[src/rtl/iit_pkg.sv]
// ----------------------------------------------------------------------------
// iit_pkg
// Shared types and constants for the id interning table.
// ----------------------------------------------------------------------------
package iit_pkg;

  localparam int TABLE_SLOTS = 64;
  localparam int SLOT_W      = $clog2(TABLE_SLOTS);
  localparam int COUNT_W     = $clog2(TABLE_SLOTS + 1);
  localparam int REM_W       = 8;
  localparam int REM_COUNT   = 3;
  localparam int ID_W        = 16;

  localparam logic [REM_W-1:0] SLOT_INVALID = 8'hff;

  localparam logic OP_LOOKUP = 1'b0;
  localparam logic OP_CLEAR  = 1'b1;

  localparam logic [1:0] TIX_PLAIN = 2'd0;

  typedef struct packed {
    logic                   operation;
    logic signed [ID_W-1:0] id_key;
    logic [1:0]             translation_index;
  } request_t;

  typedef struct packed {
    logic [5:0] slot_index;
    logic       is_null;
    logic       newly_allocated;
    logic       overflow;
  } result_t;

  // controller to datapath
  typedef struct packed {
    logic latch;
    logic clear;
    logic null_res;
    logic scan_init;
    logic scan_step;
    logic rem_read;
    logic found;
    logic append;
  } cmd_t;

  // datapath to controller
  typedef struct packed {
    logic op_clear;
    logic id_zero;
    logic tix_plain;
    logic rem_ok;
    logic table_empty;
    logic hit;
    logic scan_end;
  } status_t;

endpackage

[src/rtl/iit_datapath.sv]
// ----------------------------------------------------------------------------
// iit_datapath
// Slot store, fill count, remembered slots, compare and result register.
// ----------------------------------------------------------------------------
module iit_datapath
  import iit_pkg::*;
(
  input  logic     clk,
  input  logic     rst,
  input  request_t request,
  input  cmd_t     cmd,
  output status_t  status,
  output result_t  result,
  output logic     done
);

  logic [ID_W-1:0]    slot_ids [TABLE_SLOTS];
  logic [ID_W-1:0]    rd_data;
  logic [SLOT_W-1:0]  rd_addr;
  logic [COUNT_W-1:0] used_count;
  logic [REM_W-1:0]   rem_slots [REM_COUNT];
  logic [COUNT_W-1:0] scan_idx;
  logic [SLOT_W-1:0]  cmp_idx;
  request_t           req_q;
  logic [1:0]         rem_sel_idx;
  logic [REM_W-1:0]   rem_sel;
  logic               full;
  result_t            result_next;

  assign rem_sel_idx = req_q.translation_index - 2'd1;
  assign rem_sel     = rem_slots[rem_sel_idx];
  assign full        = (used_count == COUNT_W'(TABLE_SLOTS));

  assign status.op_clear    = (req_q.operation == OP_CLEAR);
  assign status.id_zero     = (req_q.id_key == '0);
  assign status.tix_plain   = (req_q.translation_index == TIX_PLAIN);
  assign status.rem_ok      = (rem_sel < REM_W'(used_count));
  assign status.table_empty = (used_count == '0);
  assign status.hit         = (rd_data == req_q.id_key);
  assign status.scan_end    = (scan_idx == used_count);

  always_comb begin
    if (cmd.rem_read) begin
      rd_addr = rem_sel[SLOT_W-1:0];
    end else if (cmd.scan_step) begin
      rd_addr = scan_idx[SLOT_W-1:0];
    end else begin
      rd_addr = '0;
    end
  end

  // slot store, one write and one registered read per cycle
  always_ff @(posedge clk) begin
    rd_data <= slot_ids[rd_addr];
    if (cmd.append && !full) begin
      slot_ids[used_count[SLOT_W-1:0]] <= req_q.id_key;
    end
  end

  always_ff @(posedge clk) begin
    if (cmd.latch) begin
      req_q <= request;
    end
    if (cmd.scan_init) begin
      scan_idx <= COUNT_W'(1);
      cmp_idx  <= '0;
    end else if (cmd.scan_step) begin
      scan_idx <= scan_idx + COUNT_W'(1);
      cmp_idx  <= scan_idx[SLOT_W-1:0];
    end else if (cmd.rem_read) begin
      cmp_idx  <= rem_sel[SLOT_W-1:0];
    end
  end

  always_ff @(posedge clk) begin
    if (rst) begin
      used_count <= '0;
      for (int i = 0; i < REM_COUNT; i++) begin
        rem_slots[i] <= SLOT_INVALID;
      end
    end else if (cmd.clear) begin
      used_count <= '0;
      for (int i = 0; i < REM_COUNT; i++) begin
        rem_slots[i] <= SLOT_INVALID;
      end
    end else if (cmd.append) begin
      if (full) begin
        if (!status.tix_plain) begin
          rem_slots[rem_sel_idx] <= SLOT_INVALID;
        end
      end else begin
        used_count <= used_count + COUNT_W'(1);
        if (!status.tix_plain) begin
          rem_slots[rem_sel_idx] <= REM_W'(used_count);
        end
      end
    end
  end

  always_ff @(posedge clk) begin
    if (rst) begin
      done <= 1'b0;
    end else begin
      done <= cmd.clear | cmd.null_res | cmd.found | cmd.append;
    end
  end

  always_comb begin
    result_next = '0;
    if (cmd.null_res) begin
      result_next.is_null = 1'b1;
    end else if (cmd.found) begin
      result_next.slot_index = 6'(cmp_idx);
    end else if (cmd.append) begin
      if (full) begin
        result_next.overflow = 1'b1;
      end else begin
        result_next.slot_index      = 6'(used_count);
        result_next.newly_allocated = 1'b1;
      end
    end
  end

  always_ff @(posedge clk) begin
    result <= result_next;
  end

endmodule

[src/rtl/iit_ctrl.sv]
// ----------------------------------------------------------------------------
// iit_ctrl
// Sequencer for decode, slot scan, remembered-slot check and append.
// ----------------------------------------------------------------------------
module iit_ctrl
  import iit_pkg::*;
(
  input  logic    clk,
  input  logic    rst,
  input  logic    start,
  input  status_t status,
  output cmd_t    cmd,
  output logic    busy
);

  typedef enum logic [2:0] {
    S_IDLE,
    S_DECODE,
    S_SCAN,
    S_RCHK,
    S_APPEND
  } state_t;

  state_t state, state_next;

  assign busy = (state != S_IDLE);

  always_comb begin
    state_next = state;
    cmd        = '0;
    unique case (state)
      S_IDLE: begin
        if (start) begin
          cmd.latch  = 1'b1;
          state_next = S_DECODE;
        end
      end
      S_DECODE: begin
        if (status.op_clear) begin
          cmd.clear  = 1'b1;
          state_next = S_IDLE;
        end else if (status.id_zero) begin
          cmd.null_res = 1'b1;
          state_next   = S_IDLE;
        end else if (status.tix_plain) begin
          if (status.table_empty) begin
            state_next = S_APPEND;
          end else begin
            cmd.scan_init = 1'b1;
            state_next    = S_SCAN;
          end
        end else if (status.rem_ok) begin
          cmd.rem_read = 1'b1;
          state_next   = S_RCHK;
        end else begin
          state_next = S_APPEND;
        end
      end
      S_SCAN: begin
        // compare the slot read last cycle while reading the next one
        if (status.hit) begin
          cmd.found  = 1'b1;
          state_next = S_IDLE;
        end else if (status.scan_end) begin
          state_next = S_APPEND;
        end else begin
          cmd.scan_step = 1'b1;
        end
      end
      S_RCHK: begin
        if (status.hit) begin
          cmd.found  = 1'b1;
          state_next = S_IDLE;
        end else begin
          state_next = S_APPEND;
        end
      end
      S_APPEND: begin
        cmd.append = 1'b1;
        state_next = S_IDLE;
      end
      default: begin
        state_next = S_IDLE;
      end
    endcase
  end

  always_ff @(posedge clk) begin
    if (rst) begin
      state <= S_IDLE;
    end else begin
      state <= state_next;
    end
  end

endmodule

[src/rtl/id_interning_table_top.sv]
// throughput: busy drops in the cycle done is shown, so a new transfer may start then;
// the scan reads one slot per cycle through the single read port of the slot store.
// reset: synchronous, empties the table and invalidates remembered slots;
// results are never stalled, done is a one-cycle strobe.
// ----------------------------------------------------------------------------
// id_interning_table_top
// Find-or-insert table of signed 16-bit ids with three remembered slots.
// ----------------------------------------------------------------------------
module id_interning_table_top
  import iit_pkg::*;
(
  input  logic     clk,
  input  logic     rst,
  input  logic     start,
  input  request_t request,
  output logic     busy,
  output logic     done,
  output result_t  result
);

  cmd_t    cmd;
  status_t status;

  iit_ctrl u_ctrl (
    .clk    (clk),
    .rst    (rst),
    .start  (start),
    .status (status),
    .cmd    (cmd),
    .busy   (busy)
  );

  iit_datapath u_datapath (
    .clk     (clk),
    .rst     (rst),
    .request (request),
    .cmd     (cmd),
    .status  (status),
    .result  (result),
    .done    (done)
  );

`ifndef NO_ASSERTIONS
  a_accept_busy: assert property (@(posedge clk) disable iff (rst)
    start && !busy |=> busy)
    else $error("accepted transfer did not make the block busy");

  a_done_idle: assert property (@(posedge clk) disable iff (rst)
    done |-> !busy)
    else $error("result shown while still busy");

  a_flags_excl: assert property (@(posedge clk) disable iff (rst)
    done |-> $countones({result.is_null, result.newly_allocated, result.overflow}) <= 1)
    else $error("more than one result flag set");

  a_no_slot_flag: assert property (@(posedge clk) disable iff (rst)
    done && (result.is_null || result.overflow) |-> result.slot_index == '0)
    else $error("slot index given with null or overflow result");
`endif

endmodule

[config.mk]
export PLATFORM = sky130hd
export DESIGN_NAME = id_interning_table_top
export DESIGN_NICKNAME = d
export VERILOG_FILES = /design/src/rtl/iit_pkg.sv /design/src/rtl/iit_datapath.sv /design/src/rtl/iit_ctrl.sv /design/src/rtl/id_interning_table_top.sv
export SDC_FILE = /design/constraint.sdc
export NUM_CORES = 1
export LEC_CHECK = 0
export BUFFER_PORTS_ARGS = -buffer_cell sky130_fd_sc_hd__buf_2
export CORE_MARGIN = 5
export CORE_UTILIZATION = 30
export CTS_CLUSTER_SIZE = 12
export DETAILED_ROUTE_END_ITERATION = 6
export PLACE_DENSITY = 0.5
export SYNTH_ARGS = -nofsm -noshare
export SYNTH_HDL_FRONTEND = slang
export SYNTH_SLANG_ARGS = --single-unit
[constraint.sdc]
create_clock -name clk -period 9.4 [get_ports clk]
set_input_delay 0.94 -clock clk [delete_from_list [all_inputs] [get_ports clk]]
set_output_delay 0.94 -clock clk [all_outputs]
set_load 0.05 [all_outputs]
==> impl_metrics.json <==
{
  "netlist_top_cells_area": "edfxtp_1 72%, nand2_1 3.3%, a211oi_1 3.1%",
  "cts_tree": "yes",
  "fin_nets": 3074,
  "ff2ff_setup_slack_ns": 1.91,
  "antenna_found_initial": 6,
  "final_antenna_net_count": 0,
  "syn-instance-count": 2981,
  "place_congestion": 0.783,
  "crit_path_end_kind": "register",
  "die_height_microns": 398,
  "numCtsBuffers": 117,
  "vias": 26970,
  "postCtsHoldBufs": 0,
  "worstMarginPinSlew_ns": 1.14,
  "synth_edf_count": 1075,
  "grt_usage_pct": 16.7,
  "crit_type": "reg2reg",
  "relSlewSlack_pct": 23.8,
  "crit_arrival_ns": 8.16,
  "cts-root-buf": "clkbuf_16",
  "fin_util_pct": 34.5,
  "ys_ff_latch": 1124,
  "layout_commonest_cell": "edfxtp_1",
  "hpwl_mm": 77.9,
  "hold_path_class": "in2reg",
  "initial_core_util_pct": 30.2,
  "fin_skew_ns": 0.0454,
  "nFillCells": 14514,
  "clkLatencyLatePin_ns": 0.75,
  "cts_resized": 0,
  "reg2reg_depth": 18,
  "ys_warn_count": 0,
  "maxCapViolCount": 0,
  "drtIter0Drc": 2728,
  "drv_slew": 0,
  "cts_setup_buffers": 0,
  "period_needed_ns": 7.49,
  "io_pins": 33,
  "endpoint": "u_datapath.rd_data[15]",
  "power_density_mw_per_mm2": 197,
  "cp_max_fo": 87,
  "clock-sinks": 1124,
  "area_delta_synth_final_pct": 14.4,
  "grt_pass1_vias": 26174,
  "critPathLaunchType": "register",
  "grt_pass1_wl_mm": 193,
  "portBuffers": 32,
  "clockBufferDepth": 3,
  "synth.net_count": 3017,
  "dieArea_sq_mm": 0.158,
  "grt_max_degree": 127,
  "reg2reg_to": "u_datapath.rd_data[15]",
  "worstPathRequired_ns": 10.08,
  "viasPerCell": 5.23,
  "fmax_ghz": 0.134,
  "syn_area_per_cell_sq_um": 15.1,
  "drive_gt1_share_pct": 12.7,
  "placementRows": 142,
  "timing.rr.start": "u_datapath.req_q[0]",
  "hold_violations": 0,
  "fin_crit_sh_pct": 79.7,
  "grt_overflow": 0,
  "cts.clk_slew.worst_paths_ns": 0.06,
  "core_sq_mm": 0.150,
  "synth_top_area_cell": "edfxtp_1",
  "setup.worst_path.start": "u_datapath.req_q[0]",
  "synthArstFlopShare_pct": 0,
  "die_w_microns": 398,
  "synth_ff_type": "edfxtp_1",
  "status": "finished, final reports clean",
  "routedWlPerCell_microns": 26.4,
  "drc": 0,
  "dr.pass1.iters": 5,
  "rsz0062_at_grt": "false",
  "final_cell_mix": "1075 x edfxtp_1, 398 x nand2_1, 184 x a211oi_1",
  "synth_top_area_share_pct": 71.5,
  "htreeDepth": 3,
  "routed_wl_mm": 136,
  "syn_area_sq_mm": 0.0451,
  "finalSetupTns_ns": 0,
  "ys_seq_area_share_pct": 73.7,
  "vdd_ir_drop_max_mv": 0.164,
  "leakage_nw": 17.1,
  "synth_cell_types": 74,
  "finalSetupViolations": 0
}
[power by group]
group / internal, mW / total, mW / switching, mW
registers: 5.51 / 5.53 / 0.0193
clock network: 2.50 / 4.44 / 1.94
logic: 0.0382 / 0.201 / 0.163
[cell usage after synthesis, drive strengths merged (6+ instances only)]
library cell	count
a211oi	185
a21o	6
inv	19
a41oi	30
nor4	12
nand4	11
a311oi	7
o21ai	10
a21oi	12
a221oi	11
xnor2	7
and2	22
mux2	45
ha	14
nor2	150
a31oi	20
a2111oi	6
nor3	6
edfxtp	1075
and3	171
dfxtp	49
a32oi	16
mux2i	124
o32a	16
a311o	120
mux4	6
buf	85
o221ai	12
nand2	400
xor2	25
o2bb2ai	24
clkbuf	134
or4	17
o211ai	16
nand3	61
[flip-flops by register name, summed over array words and instances, names as in the netlist]
signal                 cells
u_datapath.slot_ids     1024
u_datapath.rem_slots      32
u_datapath.req_q          18
u_datapath.rd_data        16
u_datapath.result          9
u_datapath.scan_idx        7
u_datapath.used_count      7
u_datapath.cmp_idx         6
u_ctrl.state               3
u_datapath.done            1
u_datapath.status          1
[kinds of logic after synthesis]
family          after synthesis  share of synthesized area [%]
compound gates              528                           9.84
xor+xnor                     32                          0.621
fa+ha+maj                    14                          0.388
buf+inv                     239                           2.35
flops                      1124                           73.7
mux                         175                           4.17
simple gates                869                           8.91
[per-stage QoR]
stage / power [mW] / hold WS [ns] / cells / cell area [sq um] / setup WS, ns
final: 10.2 / 0.373 / 5153 / 51600 / 1.91
after global routing: 10.5 / 0.335 / 5151 / 51600 / 1.50
after CTS: 10.3 / 0.326 / 5151 / 51600 / 1.91
after detailed placement: 5.84 / 0.464 / 4935 / 48000 / 1.93
after global placement: 5.84 / 0.458 / 4935 / 48000 / 2.06
after floorplan: 5.73 / 0.425 / 2981 / 45100 / 4.56
[worst min path at each step]
stage,to,from,cells after the start
6_report,u_datapath.req_q[13],request[13],1
5_1_grt,u_datapath.req_q[13],request[13],1
4_1_cts,u_datapath.req_q[13],request[13],1
3_5_place_dp,u_datapath.result[6],u_datapath.cmp_idx[3],2
3_3_place_gp,u_datapath.cmp_idx[5],u_datapath.cmp_idx[5],2
2_1_floorplan,u_datapath.result[5],u_datapath.cmp_idx[2],2
[area by class of cell]
cell class	instances	area (sq um)	area share (%)
inverter	20	75.1	0.145
timing repair buffer	157	1200	2.32
clock buffer	166	3200	6.20
sequential	1124	33300	64.4
multi-input combinational	1618	10900	21.2
tap	2016	2520	4.89
clock inverter	50	425	0.824
antenna	2	5.00	0.00970
[routing by layer]
layer	track usage (%)	wire (microns)	up-vias
met5	0	11	-
met4	5.10	4100	2
met3	3.44	8880	198
met2	26.4	63000	902
met1	23.3	60000	13991
li1	-	-	11877
[worst max-delay path, cell delays in order (launching register included)]
cell and delay (ns):
edfxtp_1 0.72, inv_1 0.22, ha_1 0.63, mux2_2 0.38, o21ai_0 0.43, inv_1 0.14, ha_1 0.37, a21o_1 0.17
a2111oi_4 0.09, and4_1 0.27, nand2_4 0.25, buf_4 0.76, and2_4 0.68, buf_4 0.46, buf_4 0.46, nand2_1 0.10
a311o_1 0.38, a41oi_1 0.56, or4_1 0.19
No activity file was read; power rests on OpenSTA's default activity.
